===== src/rtl/core/rgbyc_pkg.sv =====
// Shared types, register codes and Q16 contribution tables for the RGB to YCbCr converter.
package rgbyc_pkg;

    localparam int PIX_W      = 8;
    localparam int LUT_W      = 27;
    localparam int Q16_SHIFT  = 16;
    localparam int CFG_IDX_W  = 1;
    localparam int CFG_DATA_W = 2;

    typedef enum logic [CFG_IDX_W-1:0] {
        REG_COLORIMETRY   = 1'b0,
        REG_SAMPLING_MODE = 1'b1
    } t_reg_idx;

    typedef enum logic [1:0] {
        COL_BT709  = 2'd0,
        COL_BT2020 = 2'd1,
        COL_BT2100 = 2'd2,
        COL_DCIP3  = 2'd3
    } t_colorimetry;

    typedef enum logic {
        MODE_422 = 1'b0,
        MODE_444 = 1'b1
    } t_sampling;

    typedef logic signed [LUT_W-1:0] t_q16;
    typedef t_q16 [255:0] t_lut;

    typedef struct packed {
        logic [PIX_W-1:0] red;
        logic [PIX_W-1:0] green;
        logic [PIX_W-1:0] blue;
    } t_pixel;

    typedef struct packed {
        logic valid;
        logic pair;
    } t_stage_ctl;

    typedef struct packed {
        t_q16 y;
        t_q16 cb;
        t_q16 cr;
    } t_terms;

    // Luma weights in units of 1/10000
    localparam longint KR709  = 2126;
    localparam longint KB709  = 722;
    localparam longint KG709  = 10000 - KR709 - KB709;
    localparam longint KR2020 = 2627;
    localparam longint KB2020 = 593;
    localparam longint KG2020 = 10000 - KR2020 - KB2020;

    localparam longint SC_Y = 876 * 65536;
    localparam longint SC_C = 448 * 65536;

    localparam longint DEN_Y      = 10000 * 255;
    localparam longint DEN_HALF   = 2 * 255;
    localparam longint DEN_CB709  = 2 * (10000 - KB709) * 255;
    localparam longint DEN_CB2020 = 2 * (10000 - KB2020) * 255;
    localparam longint DEN_CR709  = 2 * (10000 - KR709) * 255;
    localparam longint DEN_CR2020 = 2 * (10000 - KR2020) * 255;

    typedef enum logic [3:0] {
        ID_Y_R709,
        ID_Y_G709,
        ID_Y_B709,
        ID_Y_R2020,
        ID_Y_G2020,
        ID_Y_B2020,
        ID_CB_R709,
        ID_CB_G709,
        ID_CB_R2020,
        ID_CB_G2020,
        ID_HALF,
        ID_CR_G709,
        ID_CR_B709,
        ID_CR_G2020,
        ID_CR_B2020
    } t_lut_id;

    // Round half up for positive and negative terms alike (ties toward plus infinity)
    function automatic t_q16 lut_entry(t_lut_id id, longint v);
        longint e;
        unique case (id)
            ID_Y_R709:   e = (2 * KR709 * SC_Y * v + DEN_Y) / (2 * DEN_Y);
            ID_Y_G709:   e = (2 * KG709 * SC_Y * v + DEN_Y) / (2 * DEN_Y);
            ID_Y_B709:   e = (2 * KB709 * SC_Y * v + DEN_Y) / (2 * DEN_Y);
            ID_Y_R2020:  e = (2 * KR2020 * SC_Y * v + DEN_Y) / (2 * DEN_Y);
            ID_Y_G2020:  e = (2 * KG2020 * SC_Y * v + DEN_Y) / (2 * DEN_Y);
            ID_Y_B2020:  e = (2 * KB2020 * SC_Y * v + DEN_Y) / (2 * DEN_Y);
            ID_CB_R709:  e = -((2 * KR709 * SC_C * v + DEN_CB709 - 1) / (2 * DEN_CB709));
            ID_CB_G709:  e = -((2 * KG709 * SC_C * v + DEN_CB709 - 1) / (2 * DEN_CB709));
            ID_CB_R2020: e = -((2 * KR2020 * SC_C * v + DEN_CB2020 - 1) / (2 * DEN_CB2020));
            ID_CB_G2020: e = -((2 * KG2020 * SC_C * v + DEN_CB2020 - 1) / (2 * DEN_CB2020));
            ID_HALF:     e = (2 * SC_C * v + DEN_HALF) / (2 * DEN_HALF);
            ID_CR_G709:  e = -((2 * KG709 * SC_C * v + DEN_CR709 - 1) / (2 * DEN_CR709));
            ID_CR_B709:  e = -((2 * KB709 * SC_C * v + DEN_CR709 - 1) / (2 * DEN_CR709));
            ID_CR_G2020: e = -((2 * KG2020 * SC_C * v + DEN_CR2020 - 1) / (2 * DEN_CR2020));
            ID_CR_B2020: e = -((2 * KB2020 * SC_C * v + DEN_CR2020 - 1) / (2 * DEN_CR2020));
            default:     e = 0;
        endcase
        return LUT_W'(e);
    endfunction

    function automatic t_lut build_lut(t_lut_id id);
        t_lut lut;
        for (int v = 0; v < 256; v++) begin
            lut[v] = lut_entry(id, longint'(v));
        end
        return lut;
    endfunction

    localparam t_lut LUT_Y_R709   = build_lut(ID_Y_R709);
    localparam t_lut LUT_Y_G709   = build_lut(ID_Y_G709);
    localparam t_lut LUT_Y_B709   = build_lut(ID_Y_B709);
    localparam t_lut LUT_Y_R2020  = build_lut(ID_Y_R2020);
    localparam t_lut LUT_Y_G2020  = build_lut(ID_Y_G2020);
    localparam t_lut LUT_Y_B2020  = build_lut(ID_Y_B2020);
    localparam t_lut LUT_CB_R709  = build_lut(ID_CB_R709);
    localparam t_lut LUT_CB_G709  = build_lut(ID_CB_G709);
    localparam t_lut LUT_CB_R2020 = build_lut(ID_CB_R2020);
    localparam t_lut LUT_CB_G2020 = build_lut(ID_CB_G2020);
    localparam t_lut LUT_HALF     = build_lut(ID_HALF);
    localparam t_lut LUT_CR_G709  = build_lut(ID_CR_G709);
    localparam t_lut LUT_CR_B709  = build_lut(ID_CR_B709);
    localparam t_lut LUT_CR_G2020 = build_lut(ID_CR_G2020);
    localparam t_lut LUT_CR_B2020 = build_lut(ID_CR_B2020);

endpackage


===== src/rtl/core/rgbyc_output_stage.sv =====
// Pair averaging, rounding, offset and clamp, and the result register.
module rgbyc_output_stage import rgbyc_pkg::*; (
    input  logic             i_clk,
    input  logic             i_rst_n,
    input  t_stage_ctl       i_ctl,
    input  t_terms           i_first,
    input  t_terms           i_second,
    input  logic             i_ready,
    output logic             o_advance,
    output logic             o_valid,
    output logic [PIX_W-1:0] o_luma_first,
    output logic [PIX_W-1:0] o_luma_second,
    output logic [PIX_W-1:0] o_chroma_blue,
    output logic [PIX_W-1:0] o_chroma_red
);

    localparam t_q16 ROUND_HALF = t_q16'(32768);
    localparam logic signed [11:0] Y_OFF  = 12'sd64;
    localparam logic signed [11:0] C_OFF  = 12'sd512;
    localparam logic signed [11:0] LO_LIM = 12'sd64;
    localparam logic signed [11:0] Y_HI   = 12'sd940;
    localparam logic signed [11:0] C_HI   = 12'sd960;

    function automatic logic [PIX_W-1:0] finish(t_q16 x, logic signed [11:0] off,
                                                logic signed [11:0] hi);
        t_q16              rnd;
        logic signed [11:0] v;
        rnd = (x + ROUND_HALF) >>> Q16_SHIFT;
        v   = $signed(rnd[11:0]) + off;
        if (v < LO_LIM) v = LO_LIM;
        if (v > hi)     v = hi;
        return v[9:2];
    endfunction

    // truncate toward zero
    function automatic t_q16 half_trunc(t_q16 s);
        return s[LUT_W-1] ? ((s + t_q16'(1)) >>> 1) : (s >>> 1);
    endfunction

    logic             r_valid;
    logic [PIX_W-1:0] r_luma_first, r_luma_second, r_chroma_blue, r_chroma_red;
    logic [PIX_W-1:0] n_luma_first, n_luma_second, n_chroma_blue, n_chroma_red;
    t_q16             cb_sum, cr_sum;

    always_comb begin
        o_advance = !r_valid || i_ready;
        // a single pixel is doubled so that halving returns it unchanged
        cb_sum = i_first.cb + (i_ctl.pair ? i_second.cb : i_first.cb);
        cr_sum = i_first.cr + (i_ctl.pair ? i_second.cr : i_first.cr);

        n_luma_first  = finish(i_first.y, Y_OFF, Y_HI);
        n_luma_second = i_ctl.pair ? finish(i_second.y, Y_OFF, Y_HI) : '0;
        n_chroma_blue = finish(half_trunc(cb_sum), C_OFF, C_HI);
        n_chroma_red  = finish(half_trunc(cr_sum), C_OFF, C_HI);
    end

    always_ff @(posedge i_clk) begin
        if (!i_rst_n) begin
            r_valid <= 1'b0;
        end else if (o_advance) begin
            r_valid <= i_ctl.valid;
        end
    end

    always_ff @(posedge i_clk) begin
        if (o_advance && i_ctl.valid) begin
            r_luma_first  <= n_luma_first;
            r_luma_second <= n_luma_second;
            r_chroma_blue <= n_chroma_blue;
            r_chroma_red  <= n_chroma_red;
        end
    end

    assign o_valid       = r_valid;
    assign o_luma_first  = r_luma_first;
    assign o_luma_second = r_luma_second;
    assign o_chroma_blue = r_chroma_blue;
    assign o_chroma_red  = r_chroma_red;

endmodule


===== config.mk =====
export PLATFORM = sky130hd
export DESIGN_NAME = rgbyc_output_stage
export DESIGN_NICKNAME = d
export VERILOG_FILES = /design/src/rtl/core/rgbyc_pkg.sv /design/src/rtl/core/rgbyc_output_stage.sv
export SDC_FILE = /design/constraint.sdc
export NUM_CORES = 1
export LEC_CHECK = 0
export BUFFER_PORTS_ARGS = -buffer_cell sky130_fd_sc_hd__buf_2
export CORE_MARGIN = 10
export CORE_UTILIZATION = 56
export CTS_CLUSTER_DIAMETER = 30
export DETAILED_ROUTE_END_ITERATION = 16
export GPL_TIMING_DRIVEN = 0
export PLACE_DENSITY = 0.84
export SYNTH_ARGS = -nofsm -noshare
export SYNTH_HDL_FRONTEND = slang
export SYNTH_SLANG_ARGS = --single-unit

===== constraint.sdc =====
create_clock -name i_clk -period 9.2 [get_ports i_clk]
set_clock_uncertainty 0.1 [all_clocks]
set_input_delay 0.46 -clock i_clk [delete_from_list [all_inputs] [get_ports i_clk]]
set_output_delay 0.46 -clock i_clk [all_outputs]
set_load 0.01 [all_outputs]

==> qor_table.md, run 1 <==
| Item | Value |
| --- | --- |
| Synthesized-area fraction occupied by ao, oa, aoi and oai cells | 28.43% |
| Number of antenna violations at the first check in global routing | 1 |
| Run status | completed |
| Worst hold margin | 0.3410 ns |
| Netlist area before placement | 7790 um^2 |
| Number of nets in the synthesized netlist | 1251 |
| Synthesized-area fraction occupied by adder cells | 11.40% |
| Commonest cells after routing, fill and taps aside | 185 x buf_2, 85 x nand2_1, 77 x nor2_1, 67 x ha_1, 66 x a21oi_1 |
| Worst Path Class, Setup | primary input to register |
| Final Hold Fails | 0 |
| Critical path data arrival time | 8.19 ns |
| Routed via count | 8613 |
| Cell type of the slowest stage on the worst timing path | o21ai_0 |
| Via-to-Cell Ratio | 6.282 |
| Clock tree from TritonCTS | done |
| Depth of the worst hold-timing path | 2 |
| Combinational family with the most area after synthesis | compound AO/OA/AOI/OAI gates |
| Vias in the first global route | 8047 |
| Total length of routed wires | 23060 um |
| Wire length of the first global-routing pass | 37400 um |
| Global placer's final weighted congestion | 0.9721 |
| Max FO, Critical Path | 10 |
| Final Slew Violations | 0 |
| Flop and latch count out of synthesis | 33 |
| Clock-pin slew of the registers on the worst-case setup and hold paths | 0.05 ns |
| Overall die area | 19030 um^2 |
| Area taken by flip-flops and latches | 980.9 um^2 |
| Maximum number of pins on one net before global-route repair | 33 |
| Kind of cell adding the most delay to the critical path | compound AO/OA/AOI/OAI gates |
| Fraction of layout instances using a drive strength above 1 | 23.36% |
| Rel. slew slack | 43.31% |
| Number of cell instances on the worst register-to-register path | 2 |
| Setup violations, final | 0 |
| Number of library cell types mapped by synthesis | 92 |
| Number of flops mapped to enable cells by yosys | 32 |
| Depth of the CTS H-tree | 2 |
| Cell depth of the worst setup path | 26 |
| Count of nets left with antenna violations after detail routing | 0 |
| Multiplexer fraction of the synthesized cell area | 9.187% |
| Buffer levels on the longest clock path | 2 |
| Quantity of I/O buffers inserted on ports | 167 |
| Setup crit start kind | primary input |
| Number of inserted filler cells in the final layout | 1244 |
| Flop-to-flop setup slack | 7.68 ns |
| Worst ir drop on vdd | 0.00007176 V |
| Seq/Total Area, Yosys | 12.59% |
| Fmax | 0.1211 GHz |
| Cts hold-fix bufs | 0 |
| Number of I/O pins | 201 |
| Post-layout min period | 8.258 ns |
| Critical Path Most Common Cell | ha_1 |
| Yosys warnings | 0 |
| Leak pwr | 3.769 nW |
| XOR/XNOR Fraction of Synth Area | 7.533% |
| Most common cell after layout, fill and taps aside | buf_2 |
| Total negative slack for setup checks | 0 ns |
| Std-Cell Core Area | 13770 um^2 |
| Max_cap viols | 0 |
| Post-synthesis simple-gate area fraction | 26.50% |
| Ratio of total power to cell area | 128.3 nW/um^2 |
| Worst endpoint required time | 9.13 ns |
| Total clock buffers created by CTS | 5 |
| Resized Gates After CTS | 0 |
| RR Startpoint | o_valid |
| Async set-or-reset flop fraction in the synthesized netlist | 0% |
| Die Height | 137.9 um |
| Period utilisation layout | 89.76% |
| Kind of path behind the tightest hold check | primary input to register |
| Least-Margin Pin Slew | 0.8433 ns |
| 1st-iter DRT viols | 717 |
| Delay of the slowest cell on the worst path | 0.67 ns |
| Start point of the worst min-delay path | i_rst_n |
| R2R Path End | o_luma_first[6] |
| Root Buffer Master | clkbuf_16 |
| Avg Synthesized Cell Area | 7.675 um^2 |
| Width of the die | 137.9 um |
| Gate count after technology mapping | 1015 |
| Post-layout nets | 1425 |
| Overflow left after global routing | 0 |
| Setup repair after global routing missed its margin | no |
| Multi-input combinational cell area | 6471 um^2 |
| Clock sink count | 33 |
| Std cell rows | 43 |
| Power Total | 0.001157 W |
| Drt wl/cell | 16.82 um |
| Starting density of the core | 56.56% |
| Total buffers and inverters traversed by the critical path | 5 |
| GRT Resource Usage Total | 23.07% |
| Number of iterations in the first detailed-routing pass | 6 |
| Dominant register cell in the synthesized netlist | edfxtp_1 |
| HPWL after detailed placement | 19290 um |
| Nature of the critical path endpoint | register |
| Worst Hold Endpoint | o_valid |
| Drt drc | 0 |
| Clock latency on the worst-skew pair | 0.28 ns |
| Buffer count from post-CTS setup fixing | 0 |
| Synth-to-Final Area Change | 15.76% |
per-layer routing:
metal,vias to the layer above,share of wire [%],global-route usage [%]
met5,-,0.052,0
met4,2,1.7,5.968
met3,30,7.5,3.116
met2,309,45,37.05
met1,3974,46,31.69
li1,4298,-,-
cells by family (layout without fill, tap and decap cells):
group	count (synthesis)	count (layout)
simple gates	384	384
compound gates	317	317
buf+inv	80	255
fa+ha+maj	70	70
xor+xnor	67	67
mux	64	64
flops	33	33
other cells	0	1
Yosys cell counts (all sizes together) (13+ instances only):
| master | number | share of area [%] |
|---|---|---|
| nand2 | 85 | 4.1 |
| nor2 | 77 | 3.7 |
| a21oi | 67 | 4.4 |
| ha | 67 | 11 |
| o21ai | 64 | 4.2 |
| mux2 | 57 | 8.3 |
| xnor2 | 47 | 5.3 |
| inv | 38 | 1.8 |
| nand3 | 38 | 2.4 |
| edfxtp | 32 | 12 |
| and3 | 25 | 2.0 |
| nor3 | 25 | 1.9 |
| a211oi | 22 | 2.2 |
| clkbuf | 22 | 1.1 |
| o211ai | 22 | 2.2 |
| buf | 20 | 1.4 |
| nand4 | 20 | 1.7 |
| xor2 | 20 | 2.2 |
| a21o | 19 | 1.8 |
| and2 | 17 | 1.4 |
| o21a | 16 | 1.5 |
| or3 | 14 | 1.2 |
| nor4 | 13 | 1.2 |
where the power goes:
| part | switching [W] | internal (W) | leakage, nW |
|---|---|---|---|
| logic | 0.000460 | 0.000305 | 3.37 |
| clock network | 0.0000599 | 0.000127 | 0.0785 |
| registers | 0.00000599 | 0.000199 | 0.321 |
| total | 0.000526 | 0.000631 | 3.77 |
area by class of cell:
type,instances,area share [%]
clock buffers,6,1.429
diodes,1,0.02775
well taps,180,2.498
inverters,38,1.582
clock inverters,2,0.3746
flip-flops and latches,33,10.88
plain buffers,42,2.178
repair buffers,167,9.269
multi-input cells,902,71.76
state kept, by name, summed over array words and instances, names as in the netlist:
| signal | cells |
|---|---|
| o_chroma_blue | 8 |
| o_luma_second | 8 |
| o_chroma_red | 8 |
| o_luma_first | 8 |
| o_valid | 1 |
worst reg2reg max path, delay by kind of cell (launching register included):
family,cells,cell delay (ns)
flip-flops,1,0.30
AND/OR/NAND/NOR,2,0.73
metrics by stage:
stage	instances	setup WS (ns)	util [%]	instance area, um^2
after floorplan	1015	2.476	-	7790
after global placement	1362	0.9023	64.26	8851
after detailed placement	1362	0.7909	64.26	8851
after CTS	1370	1.039	65.44	9014
after global routing	1370	0.4929	65.45	9015
final	1371	0.9422	65.47	9017
how the worst max path moves through the flow:
stage          startpoint  slack (ns)               end
2_1_floorplan    i_ctl[0]        2.48   o_chroma_red[2]
3_3_place_gp     i_ctl[0]        0.90  o_chroma_blue[1]
3_5_place_dp     i_ctl[0]        0.79  o_chroma_blue[1]
4_1_cts          i_ctl[0]        1.04  o_chroma_blue[1]
5_1_grt          i_ctl[0]        0.49  o_chroma_blue[1]
6_report         i_ctl[0]        0.94  o_chroma_blue[1]
(Power assumes the default switching activity.)
==> run 2, diff against run 1 <==
--- a/config.mk
+++ b/config.mk
@@ -6,12 +6,14 @@
 export NUM_CORES = 1
 export LEC_CHECK = 0
 export BUFFER_PORTS_ARGS = -buffer_cell sky130_fd_sc_hd__buf_2
+export CELL_PAD_IN_SITES_DETAIL_PLACEMENT = 1
+export CELL_PAD_IN_SITES_GLOBAL_PLACEMENT = 1
 export CORE_MARGIN = 10
-export CORE_UTILIZATION = 56
+export CORE_UTILIZATION = 40
 export CTS_CLUSTER_DIAMETER = 30
 export DETAILED_ROUTE_END_ITERATION = 16
 export GPL_TIMING_DRIVEN = 0
-export PLACE_DENSITY = 0.84
+export PLACE_DENSITY_LB_ADDON = 0.1
 export SYNTH_ARGS = -nofsm -noshare
 export SYNTH_HDL_FRONTEND = slang
 export SYNTH_SLANG_ARGS = --single-unit
==> qor_table.md, run 2 (synthesis gave the netlist of run 1 again) <==
| Item | Value |
| --- | --- |
| Run status | completed |
| Worst Hold Endpoint | o_valid |
| Buffer levels on the longest clock path | 2 |
| HPWL after detailed placement | 23570 um |
| Cts hold-fix bufs | 0 |
| Commonest cells after routing, fill and taps aside | 185 x buf_2, 85 x nand2_1, 77 x nor2_1, 67 x ha_1, 66 x a21oi_1 |
| Buffer count from post-CTS setup fixing | 0 |
| GRT Resource Usage Total | 20.76% |
| Drt drc | 0 |
| Rel. slew slack | 39.60% |
| Worst setup slack after placement | 0.8901 ns |
| Max_cap viols | 0 |
| Layout Utilization | 48.07% |
| Overall die area | 25460 um^2 |
| Fmax | 0.1241 GHz |
| Dpl cell area | 8951 um^2 |
| Starting density of the core | 41.10% |
| Critical path data arrival time | 8.00 ns |
| Flop-to-flop setup slack | 7.65 ns |
| RR Startpoint | o_valid |
| Count of nets left with antenna violations after detail routing | 0 |
| Period utilisation layout | 87.59% |
| Total buffers and inverters traversed by the critical path | 5 |
| Std-Cell Core Area | 18960 um^2 |
| Total length of routed wires | 27680 um |
| Cell type of the slowest stage on the worst timing path | o21ai_0 |
| Global placer's final weighted congestion | 0.9057 |
| Start point of the worst min-delay path | i_rst_n |
| Ratio of total power to cell area | 126.7 nW/um^2 |
| Overflow left after global routing | 0 |
| Number of iterations in the first detailed-routing pass | 5 |
| Vias in the first global route | 8969 |
| Delay of the slowest cell on the worst path | 0.66 ns |
| Maximum number of pins on one net before global-route repair | 33 |
| Width of the die | 159.6 um |
| Critical Path Most Common Cell | ha_1 |
| Wire length of the first global-routing pass | 45330 um |
| Kind of cell adding the most delay to the critical path | compound AO/OA/AOI/OAI gates |
| Total clock buffers created by CTS | 5 |
| Setup repair after global routing missed its margin | no |
| Final Slew Violations | 0 |
| Setup violations, final | 0 |
| Post-route standard cell area excluding fillers | 9112 um^2 |
| Setup crit start kind | primary input |
| Worst ir drop on vdd | 0.00006117 V |
| Number of I/O pins | 201 |
| Post-layout min period | 8.058 ns |
| Clock latency on the worst-skew pair | 0.28 ns |
| Fraction of layout instances using a drive strength above 1 | 23.36% |
| Std cell rows | 50 |
| 1st-iter DRT viols | 408 |
| Depth of the CTS H-tree | 2 |
| R2R Path End | o_chroma_red[2] |
| Die Height | 159.6 um |
| Root Buffer Master | clkbuf_16 |
| Max FO, Critical Path | 10 |
| Post-layout nets | 1425 |
| Cell depth of the worst setup path | 26 |
| Worst Path Class, Setup | primary input to register |
| Via-to-Cell Ratio | 5.950 |
| Depth of the worst hold-timing path | 2 |
| Worst endpoint required time | 9.14 ns |
| Number of antenna violations at the first check in global routing | 9 |
| Nature of the critical path endpoint | register |
| Routed via count | 8681 |
| Final Hold Fails | 0 |
| Minimum setup slack in the final design | 1.142 ns |
| Most common cell after layout, fill and taps aside | buf_2 |
| Number of cell instances on the worst register-to-register path | 2 |
| Kind of path behind the tightest hold check | primary input to register |
| Total negative slack for setup checks | 0 ns |
| Finished Layout Cells | 1459 |
| Count of placed standard cells including taps | 1442 |
| Clock sink count | 33 |
| Resized Gates After CTS | 0 |
| Quantity of I/O buffers inserted on ports | 167 |
| Drt wl/cell | 18.97 um |
| Leak pwr | 3.759 nW |
| Synth-to-Final Area Change | 16.98% |
| Least-Margin Pin Slew | 0.8985 ns |
| Clock-pin slew of the registers on the worst-case setup and hold paths | 0.06 ns |
| Clock tree from TritonCTS | done |
[run 2: cell types whose count changed in the layout (fill, tap and decap cells not counted)]
cell	change
diode_2	+8
bufinv_16	-1
clkbuf_1	+1
clkinv_1	-1
clkinv_2	+1
[run 2: area by class of cell]
| cell class | instances | area (um^2) |
|---|---|---|
| multi-input cells | 902 | 6471 |
| clock buffers | 7 | 132.6 |
| clock inverters | 1 | 5.005 |
| inverters | 38 | 142.6 |
| fillers | 2508 | 9843 |
| flip-flops and latches | 33 | 980.9 |
| diodes | 9 | 22.52 |
| repair buffers | 167 | 835.8 |
| well taps | 260 | 325.3 |
| plain buffers | 42 | 196.4 |
[run 2: metrics by stage]
step                power (W)  hold WS [ns]
finish               0.001155        0.3239
global route         0.001257        0.3290
CTS                  0.001153        0.3218
detailed placement  0.0009843        0.4352
global placement    0.0009641        0.4104
floorplan           0.0007615        0.4988
[run 2: where the power goes]
group | internal [W] | switching [W]
clock network | 0.000100 | 0.0000651
registers | 0.000199 | 0.00000577
logic | 0.000305 | 0.000480
total | 0.000604 | 0.000551
[run 2: metal layers]
| layer | GRT usage (%) | routed length [um] | vias up |
|---|---|---|---|
| li1 | - | - | 4288 |
| met1 | 24.15 | 11650 | 4227 |
| met2 | 38.60 | 14780 | 137 |
| met3 | 2.246 | 799 | 29 |
| met4 | 6.361 | 448 | 0 |
| met5 | 0 | 0 | - |
[run 2: worst register-to-register path, cell delays in order, from the launching register on]
cell and delay [ns]:
dfxtp_1 0.31, nand2b_1 0.10, and2_2 0.65
[run 2: worst max-delay path by stage]
stage / from / end / slack [ns]
global placement: i_ctl[0] / o_chroma_blue[1] / 0.89
global route: i_ctl[0] / o_chroma_blue[0] / 0.47
detailed placement: i_ctl[0] / o_chroma_blue[0] / 0.89
finish: i_ctl[0] / o_chroma_blue[1] / 1.14
floorplan: i_ctl[0] / o_chroma_red[2] / 2.48
CTS: i_ctl[0] / o_chroma_blue[0] / 1.08
