==> src/rtl/core/rgbyc_pkg.sv <==
// Shared types, register codes and Q16 contribution tables for the RGB to YCbCr converter.
package rgbyc_pkg;

    localparam int PIX_W      = 8;
    localparam int LUT_W      = 27;
    localparam int Q16_SHIFT  = 16;
    localparam int CFG_IDX_W  = 1;
    localparam int CFG_DATA_W = 2;

    typedef enum logic [CFG_IDX_W-1:0] {
        REG_COLORIMETRY   = 1'b0,
        REG_SAMPLING_MODE = 1'b1
    } t_reg_idx;

    typedef enum logic [1:0] {
        COL_BT709  = 2'd0,
        COL_BT2020 = 2'd1,
        COL_BT2100 = 2'd2,
        COL_DCIP3  = 2'd3
    } t_colorimetry;

    typedef enum logic {
        MODE_422 = 1'b0,
        MODE_444 = 1'b1
    } t_sampling;

    typedef logic signed [LUT_W-1:0] t_q16;
    typedef t_q16 [255:0] t_lut;

    typedef struct packed {
        logic [PIX_W-1:0] red;
        logic [PIX_W-1:0] green;
        logic [PIX_W-1:0] blue;
    } t_pixel;

    typedef struct packed {
        logic valid;
        logic pair;
    } t_stage_ctl;

    typedef struct packed {
        t_q16 y;
        t_q16 cb;
        t_q16 cr;
    } t_terms;

    // Luma weights in units of 1/10000
    localparam longint KR709  = 2126;
    localparam longint KB709  = 722;
    localparam longint KG709  = 10000 - KR709 - KB709;
    localparam longint KR2020 = 2627;
    localparam longint KB2020 = 593;
    localparam longint KG2020 = 10000 - KR2020 - KB2020;

    localparam longint SC_Y = 876 * 65536;
    localparam longint SC_C = 448 * 65536;

    localparam longint DEN_Y      = 10000 * 255;
    localparam longint DEN_HALF   = 2 * 255;
    localparam longint DEN_CB709  = 2 * (10000 - KB709) * 255;
    localparam longint DEN_CB2020 = 2 * (10000 - KB2020) * 255;
    localparam longint DEN_CR709  = 2 * (10000 - KR709) * 255;
    localparam longint DEN_CR2020 = 2 * (10000 - KR2020) * 255;

    typedef enum logic [3:0] {
        ID_Y_R709,
        ID_Y_G709,
        ID_Y_B709,
        ID_Y_R2020,
        ID_Y_G2020,
        ID_Y_B2020,
        ID_CB_R709,
        ID_CB_G709,
        ID_CB_R2020,
        ID_CB_G2020,
        ID_HALF,
        ID_CR_G709,
        ID_CR_B709,
        ID_CR_G2020,
        ID_CR_B2020
    } t_lut_id;

    // Round half up for positive and negative terms alike (ties toward plus infinity)
    function automatic t_q16 lut_entry(t_lut_id id, longint v);
        longint e;
        unique case (id)
            ID_Y_R709:   e = (2 * KR709 * SC_Y * v + DEN_Y) / (2 * DEN_Y);
            ID_Y_G709:   e = (2 * KG709 * SC_Y * v + DEN_Y) / (2 * DEN_Y);
            ID_Y_B709:   e = (2 * KB709 * SC_Y * v + DEN_Y) / (2 * DEN_Y);
            ID_Y_R2020:  e = (2 * KR2020 * SC_Y * v + DEN_Y) / (2 * DEN_Y);
            ID_Y_G2020:  e = (2 * KG2020 * SC_Y * v + DEN_Y) / (2 * DEN_Y);
            ID_Y_B2020:  e = (2 * KB2020 * SC_Y * v + DEN_Y) / (2 * DEN_Y);
            ID_CB_R709:  e = -((2 * KR709 * SC_C * v + DEN_CB709 - 1) / (2 * DEN_CB709));
            ID_CB_G709:  e = -((2 * KG709 * SC_C * v + DEN_CB709 - 1) / (2 * DEN_CB709));
            ID_CB_R2020: e = -((2 * KR2020 * SC_C * v + DEN_CB2020 - 1) / (2 * DEN_CB2020));
            ID_CB_G2020: e = -((2 * KG2020 * SC_C * v + DEN_CB2020 - 1) / (2 * DEN_CB2020));
            ID_HALF:     e = (2 * SC_C * v + DEN_HALF) / (2 * DEN_HALF);
            ID_CR_G709:  e = -((2 * KG709 * SC_C * v + DEN_CR709 - 1) / (2 * DEN_CR709));
            ID_CR_B709:  e = -((2 * KB709 * SC_C * v + DEN_CR709 - 1) / (2 * DEN_CR709));
            ID_CR_G2020: e = -((2 * KG2020 * SC_C * v + DEN_CR2020 - 1) / (2 * DEN_CR2020));
            ID_CR_B2020: e = -((2 * KB2020 * SC_C * v + DEN_CR2020 - 1) / (2 * DEN_CR2020));
            default:     e = 0;
        endcase
        return LUT_W'(e);
    endfunction

    function automatic t_lut build_lut(t_lut_id id);
        t_lut lut;
        for (int v = 0; v < 256; v++) begin
            lut[v] = lut_entry(id, longint'(v));
        end
        return lut;
    endfunction

    localparam t_lut LUT_Y_R709   = build_lut(ID_Y_R709);
    localparam t_lut LUT_Y_G709   = build_lut(ID_Y_G709);
    localparam t_lut LUT_Y_B709   = build_lut(ID_Y_B709);
    localparam t_lut LUT_Y_R2020  = build_lut(ID_Y_R2020);
    localparam t_lut LUT_Y_G2020  = build_lut(ID_Y_G2020);
    localparam t_lut LUT_Y_B2020  = build_lut(ID_Y_B2020);
    localparam t_lut LUT_CB_R709  = build_lut(ID_CB_R709);
    localparam t_lut LUT_CB_G709  = build_lut(ID_CB_G709);
    localparam t_lut LUT_CB_R2020 = build_lut(ID_CB_R2020);
    localparam t_lut LUT_CB_G2020 = build_lut(ID_CB_G2020);
    localparam t_lut LUT_HALF     = build_lut(ID_HALF);
    localparam t_lut LUT_CR_G709  = build_lut(ID_CR_G709);
    localparam t_lut LUT_CR_B709  = build_lut(ID_CR_B709);
    localparam t_lut LUT_CR_G2020 = build_lut(ID_CR_G2020);
    localparam t_lut LUT_CR_B2020 = build_lut(ID_CR_B2020);

endpackage

==> src/rtl/core/rgbyc_input_stage.sv <==
// Configuration registers, 4:2:2 pair assembly and the input register.
module rgbyc_input_stage import rgbyc_pkg::*; (
    input  logic                  i_clk,
    input  logic                  i_rst_n,
    input  logic                  i_cfg_we,
    input  logic [CFG_IDX_W-1:0]  i_cfg_index,
    input  logic [CFG_DATA_W-1:0] i_cfg_data,
    input  logic                  i_valid,
    output logic                  o_ready,
    input  t_pixel                i_pixel,
    input  logic                  i_advance,
    output t_colorimetry          o_colorimetry,
    output t_stage_ctl            o_ctl,
    output t_pixel                o_first,
    output t_pixel                o_second
);

    t_colorimetry r_colorimetry, n_colorimetry;
    t_sampling    r_mode, n_mode;
    logic         r_phase, n_phase;
    t_stage_ctl   r_ctl, n_ctl;
    t_pixel       r_held, r_first, r_second;

    logic accept;
    logic single;
    logic load;
    logic hold;

    always_comb begin
        o_ready = !r_ctl.valid || i_advance;
        accept  = i_valid && o_ready;
        single  = (r_mode == MODE_444);
        load    = accept && (single || r_phase);
        hold    = accept && !single && !r_phase;

        n_colorimetry = r_colorimetry;
        n_mode        = r_mode;
        n_phase       = r_phase;
        if (accept && !single) begin
            n_phase = !r_phase;
        end
        // a mode write drops any half-formed pair
        if (i_cfg_we) begin
            unique case (t_reg_idx'(i_cfg_index))
                REG_COLORIMETRY: begin
                    n_colorimetry = t_colorimetry'(i_cfg_data);
                end
                REG_SAMPLING_MODE: begin
                    n_mode  = t_sampling'(i_cfg_data[0]);
                    n_phase = 1'b0;
                end
            endcase
        end

        n_ctl = r_ctl;
        if (load) begin
            n_ctl.valid = 1'b1;
            n_ctl.pair  = !single;
        end else if (i_advance) begin
            n_ctl.valid = 1'b0;
        end
    end

    always_ff @(posedge i_clk) begin
        if (!i_rst_n) begin
            r_colorimetry <= COL_BT709;
            r_mode        <= MODE_422;
            r_phase       <= 1'b0;
            r_ctl         <= '0;
        end else begin
            r_colorimetry <= n_colorimetry;
            r_mode        <= n_mode;
            r_phase       <= n_phase;
            r_ctl         <= n_ctl;
        end
    end

    always_ff @(posedge i_clk) begin
        if (hold) begin
            r_held <= i_pixel;
        end
        if (load) begin
            r_first  <= single ? i_pixel : r_held;
            r_second <= i_pixel;
        end
    end

    assign o_colorimetry = r_colorimetry;
    assign o_ctl         = r_ctl;
    assign o_first       = r_first;
    assign o_second      = r_second;

endmodule

==> config.mk <==
export PLATFORM = sky130hd
export DESIGN_NAME = rgbyc_input_stage
export DESIGN_NICKNAME = d
export VERILOG_FILES = /design/src/rtl/core/rgbyc_pkg.sv /design/src/rtl/core/rgbyc_input_stage.sv
export SDC_FILE = /design/constraint.sdc
export NUM_CORES = 1
export LEC_CHECK = 0
export BUFFER_PORTS_ARGS = -buffer_cell sky130_fd_sc_hd__buf_2
export CORE_MARGIN = 5
export CORE_UTILIZATION = 42
export DETAILED_ROUTE_END_ITERATION = 6
export HOLD_SLACK_MARGIN = 0.03
export PLACE_DENSITY = 0.7
export SYNTH_ARGS = -nofsm -noshare
export SYNTH_HDL_FRONTEND = slang
export SYNTH_SLANG_ARGS = --single-unit
==> constraint.sdc <==
create_clock -name i_clk -period 3.1 [get_ports i_clk]
set_clock_uncertainty 0.1 [all_clocks]
set_input_delay 0.31 -clock i_clk [delete_from_list [all_inputs] [get_ports i_clk]]
set_output_delay 0.31 -clock i_clk [all_outputs]
set_load 0.005 [all_outputs]
==> results of run 1 <==
flip-flops by register name, indices dropped and copies added, names as in the netlist:
register,count
o_first,24
o_second,24
r_held,24
o_colorimetry,2
o_ctl,2
r_mode,1
r_phase,1
through the flow:
step	cell area [um2]	hold WS [ns]	util (%)	power, mW	worst slack [ns]
detailed placement	3250	0.363	51.1	1.43	1.08
finish	3510	0.0699	55.2	2.36	1.21
floorplan	2730	0.309	-	1.35	0.675
CTS	3510	0.0486	55.2	2.40	1.19
global placement	3250	0.357	51.1	1.42	1.16
global route	3510	0.0533	55.2	2.46	1.08
worst max path at each step:
stage	start	to	slack, ns	depth (start not counted)
global route	o_ctl[1]	o_second[5]	1.08	4
finish	o_ctl[1]	o_second[5]	1.21	4
CTS	o_ctl[1]	o_first[5]	1.19	4
global placement	i_advance	o_first[3]	1.16	5
floorplan	r_mode	o_first[0]	0.68	4
detailed placement	i_advance	o_first[6]	1.08	5
kinds of logic (layout without fill, tap and decap cells):
family / after synthesis / in the layout / share of synthesized area [%]
flip-flops: 78 / 78 / 83.6
multiplexers: 25 / 25 / 11.0
AND/OR/NAND/NOR: 13 / 13 / 2.29
AO/OA/AOI/OAI: 6 / 6 / 1.28
buffers and inverters: 5 / 105 / 1.38
adder cells (fa/ha/maj): 1 / 1 / 0.458
worst register-to-register path, stage by stage, from the launching register on:
cell	delay [ns]
sky130_fd_sc_hd__dfxtp_1	0.31
sky130_fd_sc_hd__nand2b_1	0.15
sky130_fd_sc_hd__nand2_1	0.13
sky130_fd_sc_hd__nor2_4	0.34
sky130_fd_sc_hd__buf_4	0.49
cells in the final DEF (no fill, tap or decap), drive strengths merged:
| master | instances |
|---|---|
| a31oi | 1 |
| nand2b | 2 |
| inv | 2 |
| nand3b | 1 |
| ha | 1 |
| nor2 | 4 |
| nor3b | 1 |
| o21ai | 1 |
| nand3 | 1 |
| mux2i | 1 |
| clkinv | 2 |
| mux2 | 24 |
| clkbuf | 10 |
| bufinv | 4 |
| a21oi | 3 |
| a311oi | 1 |
| nand2 | 4 |
| buf | 87 |
| edfxtp | 72 |
| dfxtp | 6 |
metal layers:
metal | routed length (um) | part of all wire, % | track usage [%]
met1 | 2000 | 43 | 14.9
met2 | 2160 | 46 | 17.4
met3 | 409 | 8.8 | 5.08
met4 | 95 | 2.0 | 6.45
met5 | 0 | 0 | 0
layout make-up:
type                    count  area [um2]
clock buffers              10         128
clock inverters             6         134
fillers                   503        2840
inverters                   2        7.51
multi-input cells          45         417
flip-flops and latches     78        2280
well taps                  77        96.3
repair buffers             87         443
power breakdown:
group | switching [mW] | leakage [nW] | internal [mW]
Sequential | 0.0153 | 0.719 | 1.23
Clock | 0.348 | 0.130 | 0.617
Combinational | 0.0823 | 0.505 | 0.0728
Total | 0.446 | 1.35 | 1.92
==> metrics.txt, run 1 <==
# TYPE chip_impl_metric gauge
chip_impl_metric{name="design.final.nets",unit=""} 256
chip_impl_metric{name="synth-warning-count",unit=""} 0
chip_impl_metric{name="power.leakage",unit="nW"} 1.35
chip_impl_metric{name="p_per_area",unit="nW/um2"} 674
chip_impl_metric{name="dr.pass1.iters",unit=""} 4
chip_impl_metric{name="netlist_instances",unit=""} 128
chip_impl_info{name="synthMostInstantiatedCell",value="sky130_fd_sc_hd__edfxtp_1"} 1
chip_impl_metric{name="fin_cells",unit=""} 305
chip_impl_info{name="setup_repair_after_global_routing_missed_its_margin",value="false"} 1
chip_impl_metric{name="postCtsSetupRepairBufs",unit=""} 0
chip_impl_metric{name="routed_wire_length_per_instance",unit="um"} 15.3
chip_impl_metric{name="grt_usage",unit="%"} 11.9
chip_impl_metric{name="hold_path_depth",unit=""} 1
chip_impl_info{name="run_status",value="complete, no violations"} 1
chip_impl_metric{name="worst_path_arrival_time",unit="ns"} 1.77
chip_impl_info{name="hold_class",value="primary input to register"} 1
chip_impl_info{name="timing.critical_path.cells",value="nand2b_1 > nand2_1 > nor2_4 > buf_4"} 1
chip_impl_info{name="timing.critical_path.to_type",value="register"} 1
chip_impl_metric{name="synth.cell_area",unit="um2"} 2730
chip_impl_metric{name="boundaryPins",unit=""} 85
chip_impl_metric{name="synth-async-reset-ratio",unit="%"} 0
chip_impl_info{name="hold_start",value="i_pixel[12]"} 1
chip_impl_metric{name="fmax",unit="MHz"} 529
chip_impl_metric{name="route.vias.total",unit=""} 1437
chip_impl_metric{name="place_hpwl",unit="um"} 3150
chip_impl_metric{name="min_period",unit="ns"} 1.89
chip_impl_metric{name="totalWireLength",unit="um"} 4670
chip_impl_info{name="worst_hold_path.endpoint",value="o_second[12]"} 1
chip_impl_metric{name="critical_path_required",unit="ns"} 2.98
chip_impl_metric{name="design.core.area",unit="um2"} 6350
chip_impl_metric{name="worst-r2r-cell-count",unit=""} 4
chip_impl_metric{name="clk-insertion-delay-late",unit="ns"} 0.33
chip_impl_metric{name="synth-seq-area-share",unit="%"} 83.6
chip_impl_metric{name="synth-seq-cells",unit=""} 78
chip_impl_metric{name="initial_core_util",unit="%"} 43.0
chip_impl_metric{name="r2r_slack",unit="ns"} 1.21
chip_impl_metric{name="antenna-diode-count",unit=""} 0
chip_impl_info{name="synth_top_flop_cell",value="sky130_fd_sc_hd__edfxtp_1"} 1
chip_impl_metric{name="syn2layout_area_growth",unit="%"} 28.5
chip_impl_metric{name="ctsHoldBuffers",unit=""} 0
chip_impl_metric{name="finalCritPeriodShare",unit="%"} 61.0
chip_impl_metric{name="vias_in_the_first_global_route",unit=""} 1481
chip_impl_metric{name="yosys.cell_types.count",unit=""} 19
chip_impl_info{name="critical_path.top_delay_family",value="simple AND/OR/NAND/NOR gates"} 1
chip_impl_metric{name="die_area",unit="um2"} 8210
chip_impl_metric{name="clockBufferDepth",unit=""} 2
chip_impl_info{name="netlist.top_cell.by_area",value="sky130_fd_sc_hd__edfxtp_1"} 1
chip_impl_info{name="clock-root-buffer",value="sky130_fd_sc_hd__clkbuf_8"} 1
chip_impl_info{name="timing.rr.end",value="o_second[5]"} 1
chip_impl_metric{name="dp_cells",unit=""} 289
chip_impl_metric{name="antenna_left",unit=""} 0
chip_impl_info{name="timing.critical_path.slowest_stage_cell",value="sky130_fd_sc_hd__buf_4"} 1
chip_impl_metric{name="relSlewSlack",unit="%"} 69.0
chip_impl_metric{name="grt_start_max_net_pins",unit=""} 38
chip_impl_metric{name="post_drt_via_cell_ratio",unit=""} 4.71
chip_impl_metric{name="gpl.final_weighted_congestion",unit=""} 0.707
chip_impl_info{name="tritoncts_clock_tree",value="yes"} 1
chip_impl_metric{name="setup_viol_count_final",unit=""} 0
chip_impl_info{name="crit_path_start_kind",value="register"} 1
chip_impl_metric{name="syn_nets",unit=""} 161
chip_impl_metric{name="timing.final.max_slew_violations",unit=""} 0
chip_impl_metric{name="drt-initial-drc-count",unit=""} 62
chip_impl_info{name="path_class",value="register to register"} 1
chip_impl_info{name="yosys-top-cells-area",value="sky130_fd_sc_hd__edfxtp_1 (79%), sky130_fd_sc_hd__mux2_2 (7.8%), sky130_fd_sc_hd__dfxtp_1 (4.4%), sky130_fd_sc_hd__mux2_4 (2.8%), sky130_fd_sc_hd__buf_6 (0.83%)"} 1
chip_impl_info{name="synth_commonest_cells",value="sky130_fd_sc_hd__edfxtp_1 (72), sky130_fd_sc_hd__mux2_2 (19), sky130_fd_sc_hd__dfxtp_1 (6)"} 1
chip_impl_metric{name="die_height",unit="um"} 90.6
chip_impl_metric{name="post_cts_resize_count",unit=""} 0
chip_impl_metric{name="fp.dieW",unit="um"} 90.6
chip_impl_info{name="r2r-start",value="o_ctl[1]"} 1
chip_impl_metric{name="cts.htree.levels",unit=""} 3
chip_impl_metric{name="globalRoute.totalOverflow",unit=""} 0
chip_impl_metric{name="critical_path.max_fanout",unit=""} 37
chip_impl_metric{name="synth_enable_flop_cells",unit=""} 72
chip_impl_metric{name="path_buf_inv",unit=""} 1
chip_impl_metric{name="slowest_delay",unit="ns"} 0.48
chip_impl_metric{name="grt_first_pass_wirelength",unit="um"} 7470
chip_impl_metric{name="syn_avg_cell_area",unit="um2"} 21.3
chip_impl_metric{name="synth_largest_type_area_fraction",unit="%"} 79.2
chip_impl_metric{name="vdd_ir_drop_max",unit="V"} 0.000433
chip_impl_metric{name="antenna_found_initial",unit=""} 0
chip_impl_metric{name="cap_viol_max_count",unit=""} 0
chip_impl_metric{name="timing.final.hold_violations",unit=""} 0
chip_impl_metric{name="clk_pin_slew",unit="ns"} 0.08
chip_impl_metric{name="tritoncts.num_buffers",unit=""} 9
chip_impl_metric{name="share_of_layout_cells_above_drive_strength_1",unit="%"} 55.7
chip_impl_metric{name="placement.io_buffers",unit=""} 84
chip_impl_metric{name="rows",unit=""} 29
chip_impl_metric{name="clock_sink_count",unit=""} 78
chip_impl_metric{name="drc",unit=""} 0
chip_impl_metric{name="timing_worst_slew_pin_value",unit="ns"} 0.465
chip_impl_metric{name="setup_total_negative_slack",unit="ns"} 0
Note: power is estimated with default switching activity, not from simulation.
==> run 2, diff against run 1 <==
--- a/config.mk
+++ b/config.mk
@@ -10,7 +10,7 @@
 export CORE_UTILIZATION = 42
 export DETAILED_ROUTE_END_ITERATION = 6
 export HOLD_SLACK_MARGIN = 0.03
-export PLACE_DENSITY = 0.7
+export PLACE_DENSITY = 0.68
 export SYNTH_ARGS = -nofsm -noshare
 export SYNTH_HDL_FRONTEND = slang
 export SYNTH_SLANG_ARGS = --single-unit
==> constraint.sdc (replaced) <==
create_clock -name i_clk -period 1.95 [get_ports i_clk]
set_clock_uncertainty 0.1 [all_clocks]
set_input_delay 0.195 -clock i_clk [delete_from_list [all_inputs] [get_ports i_clk]]
set_output_delay 0.195 -clock i_clk [all_outputs]
set_load 0.005 [all_outputs]
==> run 2 against run 1 <==
Wire length increased by 5.9%. Sequential share of layout area down 4.7 points. Via count rose by 9.6%. Clock power is 49% higher. Hold slack got worse by 0.015 ns. Die area unchanged. Global-route usage increased by 0.75 points. First-iteration DRC count rose by 47%. Sequential power grew 60%. Critical endpoint is now r_held[13]. Largest cell class unchanged.
==> metrics.txt, run 2 (synthesis gave the netlist of run 1 again) <==
# TYPE chip_impl_metric gauge
chip_impl_info{name="run_status",value="complete, no violations"} 1
chip_impl_metric{name="relSlewSlack",unit="%"} 75.5
chip_impl_metric{name="hold_path_depth",unit=""} 3
chip_impl_metric{name="min_period",unit="ns"} 1.54
chip_impl_metric{name="fmax",unit="MHz"} 650
chip_impl_metric{name="placement.io_buffers",unit=""} 84
chip_impl_metric{name="clock_sink_count",unit=""} 78
chip_impl_metric{name="share_of_layout_cells_above_drive_strength_1",unit="%"} 50.4
chip_impl_info{name="path_class",value="primary input to register"} 1
chip_impl_metric{name="cap_viol_max_count",unit=""} 0
chip_impl_metric{name="antenna_found_initial",unit=""} 0
chip_impl_metric{name="finalCritPeriodShare",unit="%"} 78.9
chip_impl_metric{name="worst_path_arrival_time",unit="ns"} 1.48
chip_impl_metric{name="drt-initial-drc-count",unit=""} 91
chip_impl_metric{name="clockBufferDepth",unit=""} 2
chip_impl_metric{name="grt_util_met3",unit="%"} 4.08
chip_impl_metric{name="critical_path_required",unit="ns"} 1.89
chip_impl_metric{name="p_per_area",unit="nW/um2"} 982
chip_impl_metric{name="die_height",unit="um"} 90.6
chip_impl_metric{name="timing_worst_slew_pin_value",unit="ns"} 0.368
chip_impl_metric{name="boundaryPins",unit=""} 85
chip_impl_metric{name="routed_wire_length_per_instance",unit="um"} 14.9
chip_impl_metric{name="grt_start_max_net_pins",unit=""} 27
chip_impl_metric{name="vdd_ir_drop_max",unit="V"} 0.000494
chip_impl_metric{name="setup_viol_count_final",unit=""} 0
chip_impl_info{name="critical_path.top_delay_family",value="buffers and inverters"} 1
chip_impl_metric{name="met2_usage",unit="%"} 19.1
chip_impl_metric{name="slowest_delay",unit="ns"} 0.52
chip_impl_metric{name="internal_power",unit="mW"} 2.96
chip_impl_metric{name="dr.pass1.iters",unit=""} 4
chip_impl_info{name="timing.critical_path.cells",value="dlygate4sd3_1 > buf_2 > nand2_1 > nor2_1 > ha_1 > buf_12"} 1
chip_impl_metric{name="vias_in_the_first_global_route",unit=""} 1653
chip_impl_metric{name="r2r_slack",unit="ns"} 0.42
chip_impl_info{name="clock-root-buffer",value="sky130_fd_sc_hd__clkbuf_8"} 1
chip_impl_metric{name="place_hpwl",unit="um"} 3240
chip_impl_metric{name="post_cts_resize_count",unit=""} 0
chip_impl_metric{name="fp.dieW",unit="um"} 90.6
chip_impl_metric{name="grt_use_met1",unit="%"} 16.5
chip_impl_metric{name="cts.htree.levels",unit=""} 3
chip_impl_metric{name="design.final.nets",unit=""} 284
chip_impl_metric{name="seq_power_share",unit="%"} 53.2
chip_impl_metric{name="critical_path.max_fanout",unit=""} 24
chip_impl_metric{name="clk-insertion-delay-late",unit="ns"} 0.34
chip_impl_info{name="grt_busiest_layer",value="met2"} 1
chip_impl_metric{name="die_area",unit="um2"} 8210
chip_impl_metric{name="syn2layout_area_growth",unit="%"} 38.6
chip_impl_metric{name="clkPwrFrac",unit="%"} 38.7
chip_impl_metric{name="clk_pin_slew",unit="ns"} 0.08
chip_impl_info{name="setup_repair_after_global_routing_missed_its_margin",value="false"} 1
chip_impl_info{name="final_cell_mix",value="sky130_fd_sc_hd__buf_2 (84), sky130_fd_sc_hd__edfxtp_1 (72), sky130_fd_sc_hd__dlygate4sd3_1 (27)"} 1
chip_impl_metric{name="worst-path-stages",unit=""} 6
chip_impl_metric{name="sw_frac_of_total",unit="%"} 20.2
chip_impl_metric{name="combPwrFrac",unit="%"} 8.1
chip_impl_metric{name="path_buf_inv",unit=""} 3
chip_impl_metric{name="totalWireLength",unit="um"} 4950
chip_impl_metric{name="worst-r2r-cell-count",unit=""} 2
chip_impl_metric{name="grt_first_pass_wirelength",unit="um"} 8210
chip_impl_metric{name="switchingPower",unit="mW"} 0.751
chip_impl_metric{name="antenna-diode-count",unit=""} 0
chip_impl_metric{name="route.vias.total",unit=""} 1575
chip_impl_info{name="crit_path_start_kind",value="primary input"} 1
chip_impl_metric{name="setup_slack",unit="ns"} 0.411
chip_impl_metric{name="grt_usage",unit="%"} 12.7
chip_impl_metric{name="design.core.area",unit="um2"} 6350
chip_impl_metric{name="antenna_left",unit=""} 0
chip_impl_metric{name="setup_total_negative_slack",unit="ns"} 0
chip_impl_metric{name="timing.final.max_slew_violations",unit=""} 0
chip_impl_metric{name="drc",unit=""} 0
chip_impl_info{name="timing.critical_path.slowest_stage_cell",value="sky130_fd_sc_hd__dlygate4sd3_1"} 1
chip_impl_info{name="leading_cell_type_in_the_layout_fill_and_taps_excluded",value="sky130_fd_sc_hd__buf_2"} 1
chip_impl_metric{name="initial_core_util",unit="%"} 43.0
chip_impl_metric{name="globalRoute.totalOverflow",unit=""} 0
chip_impl_metric{name="rows",unit=""} 29
chip_impl_metric{name="timing.final.hold_violations",unit=""} 0
chip_impl_metric{name="post_drt_via_cell_ratio",unit=""} 4.73
chip_impl_info{name="hold_class",value="primary input to register"} 1
chip_impl_info{name="timing.critical_path.to_type",value="register"} 1
chip_impl_metric{name="preCtsSetupSlack",unit="ns"} 0.418
chip_impl_metric{name="tritoncts.num_buffers",unit=""} 9
chip_impl_info{name="tritoncts_clock_tree",value="yes"} 1
chip_impl_metric{name="power.leakage",unit="nW"} 1.46
chip_impl_metric{name="gpl.final_weighted_congestion",unit=""} 0.722
-- run 2: through the flow --
step	power (mW)	utilization (%)	hold WS, ns	instances	cell area [um2]
floorplan	2.14	-	0.194	128	2740
global placement	2.27	51.4	0.302	290	3270
detailed placement	2.28	51.4	0.303	290	3270
CTS	3.76	59.6	0.0363	333	3780
global route	3.87	59.6	0.0583	333	3780
finish	3.71	59.6	0.0552	333	3780
-- run 2: final timing paths --
check | from | end
worst max register to register | r_mode | o_first[9]
worst min register to register | o_colorimetry[1] | o_colorimetry[1]
worst max-delay path | i_valid | r_held[13]
worst min-delay path | i_rst_n | o_colorimetry[0]
-- run 2: worst reg2reg max path, delay by kind of cell (launching register included) --
kind     cells  cell delay [ns]
mux          1             0.40
buf+inv      1             0.38
flops        1             0.41
-- run 2: area by class of cell --
| cell class | count | area, um2 |
|---|---|---|
| sequential | 78 | 2280 |
| multi-input combinational | 45 | 417 |
| inverter | 2 | 7.51 |
| clock buffer | 9 | 124 |
| timing repair buffer | 115 | 733 |
| tap | 77 | 96.3 |
| clock inverter | 7 | 123 |
| fill | 488 | 2570 |
-- run 2: what timing repair did --
item | 4_1_cts | 5_1_grt
endpoints found under the setup margin | 0 | 0
endpoints found under the hold margin | 52 | 0
setup buffers | 0 | 0
hold buffers | 27 | 0
-- run 2: power by group through the flow --
| stage | logic [mW] | registers [mW] | clock network, mW |
|---|---|---|---|
| 2_1_floorplan | 0.120 | 2.02 | 0 |
| 3_3_place_gp | 0.256 | 2.01 | 0 |
| 3_5_place_dp | 0.264 | 2.02 | 0 |
| 4_1_cts | 0.307 | 1.98 | 1.48 |
| 5_1_grt | 0.332 | 1.99 | 1.55 |
| 6_report | 0.301 | 1.98 | 1.44 |
-- run 2: routing by layer --
layer / wire (um) / vias to the layer above / share of wire (%)
met5: 0 / - / 0
met4: 68 / 0 / 1.4
met3: 371 / 8 / 7.5
met2: 2390 / 57 / 48
met1: 2120 / 764 / 43
li1: - / 746 / -
==> run 3, diff against run 2 <==
==> constraint.sdc (replaced) <==
create_clock -name i_clk -period 1.55 [get_ports i_clk]
set_clock_uncertainty 0.1 [all_clocks]
set_input_delay 0.155 -clock i_clk [delete_from_list [all_inputs] [get_ports i_clk]]
set_output_delay 0.155 -clock i_clk [all_outputs]
set_load 0.005 [all_outputs]
==> run 3 against run 2 <==
Utilization up 0.87 points. Worst setup slack worse by 0.29 ns. Via count up 0.76%. Global-route usage about the same. Critical endpoint is now r_held[7]. Largest power group unchanged.
==> metrics.txt, run 3 (synthesis gave the netlist of run 1 again) <==
# TYPE chip_impl_metric gauge
chip_impl_metric{name="critical_path_required",unit="ns"} 1.49
chip_impl_info{name="path_class",value="primary input to register"} 1
chip_impl_metric{name="grt_start_max_net_pins",unit=""} 33
chip_impl_metric{name="routed_wire_length_per_instance",unit="um"} 14.6
chip_impl_info{name="run_status",value="complete, no violations"} 1
chip_impl_metric{name="design.final.nets",unit=""} 294
chip_impl_metric{name="drc",unit=""} 0
chip_impl_metric{name="placement.io_buffers",unit=""} 84
chip_impl_metric{name="cts.htree.levels",unit=""} 3
chip_impl_metric{name="gpl.final_weighted_congestion",unit=""} 0.684
chip_impl_info{name="hold_class",value="primary input to register"} 1
chip_impl_info{name="critPathLaunch",value="i_valid"} 1
chip_impl_metric{name="clkPwrFrac",unit="%"} 33.3
chip_impl_metric{name="antenna_left",unit=""} 0
chip_impl_metric{name="timing.final.max_slew_violations",unit=""} 0
chip_impl_metric{name="share_of_layout_cells_above_drive_strength_1",unit="%"} 50.8
chip_impl_info{name="r2r-start",value="r_mode"} 1
chip_impl_metric{name="clk-insertion-delay-late",unit="ns"} 0.33
chip_impl_info{name="hold_start",value="i_rst_n"} 1
chip_impl_info{name="timing.critical_path.to_type",value="register"} 1
chip_impl_metric{name="power.leakage",unit="nW"} 1.50
chip_impl_metric{name="fmax",unit="MHz"} 700
chip_impl_info{name="crit_path_start_kind",value="primary input"} 1
chip_impl_info{name="tritoncts_clock_tree",value="yes"} 1
chip_impl_metric{name="place_hpwl",unit="um"} 3240
chip_impl_metric{name="relSlewSlack",unit="%"} 85.3
chip_impl_metric{name="grt_usage",unit="%"} 12.7
chip_impl_metric{name="clockBufferDepth",unit=""} 2
chip_impl_info{name="leading_cell_type_in_the_layout_fill_and_taps_excluded",value="sky130_fd_sc_hd__buf_2"} 1
chip_impl_metric{name="fp.dieW",unit="um"} 90.6
chip_impl_metric{name="clock_sink_count",unit=""} 78
chip_impl_metric{name="design.core.area",unit="um2"} 6350
chip_impl_metric{name="r2r_slack",unit="ns"} 0.16
chip_impl_metric{name="clk_pin_slew",unit="ns"} 0.08
chip_impl_metric{name="fin_cells",unit=""} 343
chip_impl_metric{name="dr.pass1.iters",unit=""} 4
chip_impl_metric{name="vias_in_the_first_global_route",unit=""} 1643
chip_impl_metric{name="die_area",unit="um2"} 8210
chip_impl_metric{name="grt_util_met3",unit="%"} 3.75
chip_impl_metric{name="sw_frac_of_total",unit="%"} 21.2
chip_impl_metric{name="boundaryPins",unit=""} 85
chip_impl_info{name="clock-root-buffer",value="sky130_fd_sc_hd__clkbuf_8"} 1
chip_impl_metric{name="min_period",unit="ns"} 1.43
chip_impl_metric{name="rows",unit=""} 29
chip_impl_metric{name="totalWireLength",unit="um"} 5020
chip_impl_metric{name="cap_viol_max_count",unit=""} 0
chip_impl_metric{name="grt_use_met1",unit="%"} 14.8
chip_impl_metric{name="combPwrFrac",unit="%"} 9.4
chip_impl_metric{name="internal_power",unit="mW"} 3.42
chip_impl_metric{name="dp_cells",unit=""} 292
chip_impl_metric{name="grt_first_pass_wirelength",unit="um"} 8200
chip_impl_metric{name="die_height",unit="um"} 90.6
chip_impl_metric{name="antenna-diode-count",unit=""} 0
chip_impl_metric{name="setup_viol_count_final",unit=""} 0
chip_impl_metric{name="post_drt_via_cell_ratio",unit=""} 4.63
chip_impl_info{name="setup_repair_after_global_routing_missed_its_margin",value="false"} 1
chip_impl_metric{name="vdd_ir_drop_max",unit="V"} 0.000559
chip_impl_metric{name="met2_usage",unit="%"} 20.6
chip_impl_metric{name="switchingPower",unit="mW"} 0.921
chip_impl_metric{name="initial_core_util",unit="%"} 43.0
chip_impl_metric{name="post-layout-total-power",unit="mW"} 4.34
chip_impl_metric{name="route.vias.total",unit=""} 1587
chip_impl_metric{name="timing.final.hold_violations",unit=""} 0
chip_impl_metric{name="critical_path.max_fanout",unit=""} 10
chip_impl_metric{name="worst_path_arrival_time",unit="ns"} 1.37
chip_impl_metric{name="syn2layout_area_growth",unit="%"} 40.6
chip_impl_info{name="grt_busiest_layer",value="met2"} 1
chip_impl_metric{name="timing_worst_slew_pin_value",unit="ns"} 0.219
chip_impl_metric{name="antenna_found_initial",unit=""} 0
chip_impl_metric{name="p_per_area",unit="nW/um2"} 1130
chip_impl_metric{name="tritoncts.num_buffers",unit=""} 9
chip_impl_info{name="final_cell_mix",value="sky130_fd_sc_hd__buf_2 (84), sky130_fd_sc_hd__edfxtp_1 (72), sky130_fd_sc_hd__dlygate4sd3_1 (32)"} 1
chip_impl_metric{name="seq_power_share",unit="%"} 57.3
chip_impl_metric{name="globalRoute.totalOverflow",unit=""} 0
chip_impl_metric{name="finalCritPeriodShare",unit="%"} 92.2
chip_impl_metric{name="drt-initial-drc-count",unit=""} 79
run 3: changes by cell type in the layout (fill, tap and decap cells not counted), sizes merged:
cell / delta
clkbuf: +1
clkinvlp: -2
clkinv: +2
buf: +5
inv: +1
bufinv: -2
dlygate4sd3: +5
run 3: metal layers:
metal  part of all wire [%]  routed length [um]
met1                     41                2040
met3                    6.8                 342
met5                      0                   0
met2                     50                2530
met4                    2.2                 108
run 3: repair_timing:
item | in CTS | in global routing
hold buffers | 32 | 0
resized for setup | 0 | 0
buffers inserted | 0 | 3
endpoints found under the setup margin | 0 | 24
hold endpoints to repair | 53 | 0
run 3: cell type report:
cell class / instances / area [um2]
fill: 451 / 2510
sequential: 78 / 2280
timing repair buffer: 125 / 825
multi-input combinational: 45 / 437
clock buffer: 10 / 128
tap: 77 / 96.3
clock inverter: 6 / 61.3
inverter: 2 / 7.51
run 3: final timing paths:
kind | end | cells after the start
worst min-delay path | r_mode | 3
worst max-delay path | r_held[7] | 6
worst max register to register | o_first[9] | 2
worst min register to register | r_mode | 2
run 3: critical path, cell delays in order:
cell	delay, ns
sky130_fd_sc_hd__dlygate4sd3_1	0.51
sky130_fd_sc_hd__buf_2	0.12
sky130_fd_sc_hd__nand2_1	0.07
sky130_fd_sc_hd__nor2_1	0.16
sky130_fd_sc_hd__ha_4	0.17
sky130_fd_sc_hd__buf_4	0.19
run 3: power groups by stage:
stage,registers [mW],clock network (mW),logic (mW)
2_1_floorplan,2.54,0,0.163
3_5_place_dp,2.54,0,0.341
3_3_place_gp,2.53,0,0.331
5_1_grt,2.50,1.58,0.447
4_1_cts,2.49,1.49,0.403
6_report,2.49,1.45,0.408
run 3: per-stage QoR:
step	setup TNS (ns)	hold slack (ns)	area [um2]	worst slack (ns)	utilization [%]
2_1_floorplan	-15.28	0.154	2760	-0.318	-
3_3_place_gp	0	0.264	3300	0.142	52.0
3_5_place_dp	0	0.266	3300	0.0893	52.0
4_1_cts	0	0.0308	3810	0.0619	60.0
5_1_grt	0	0.0536	3840	0.0533	60.4
6_report	0	0.0452	3840	0.121	60.4
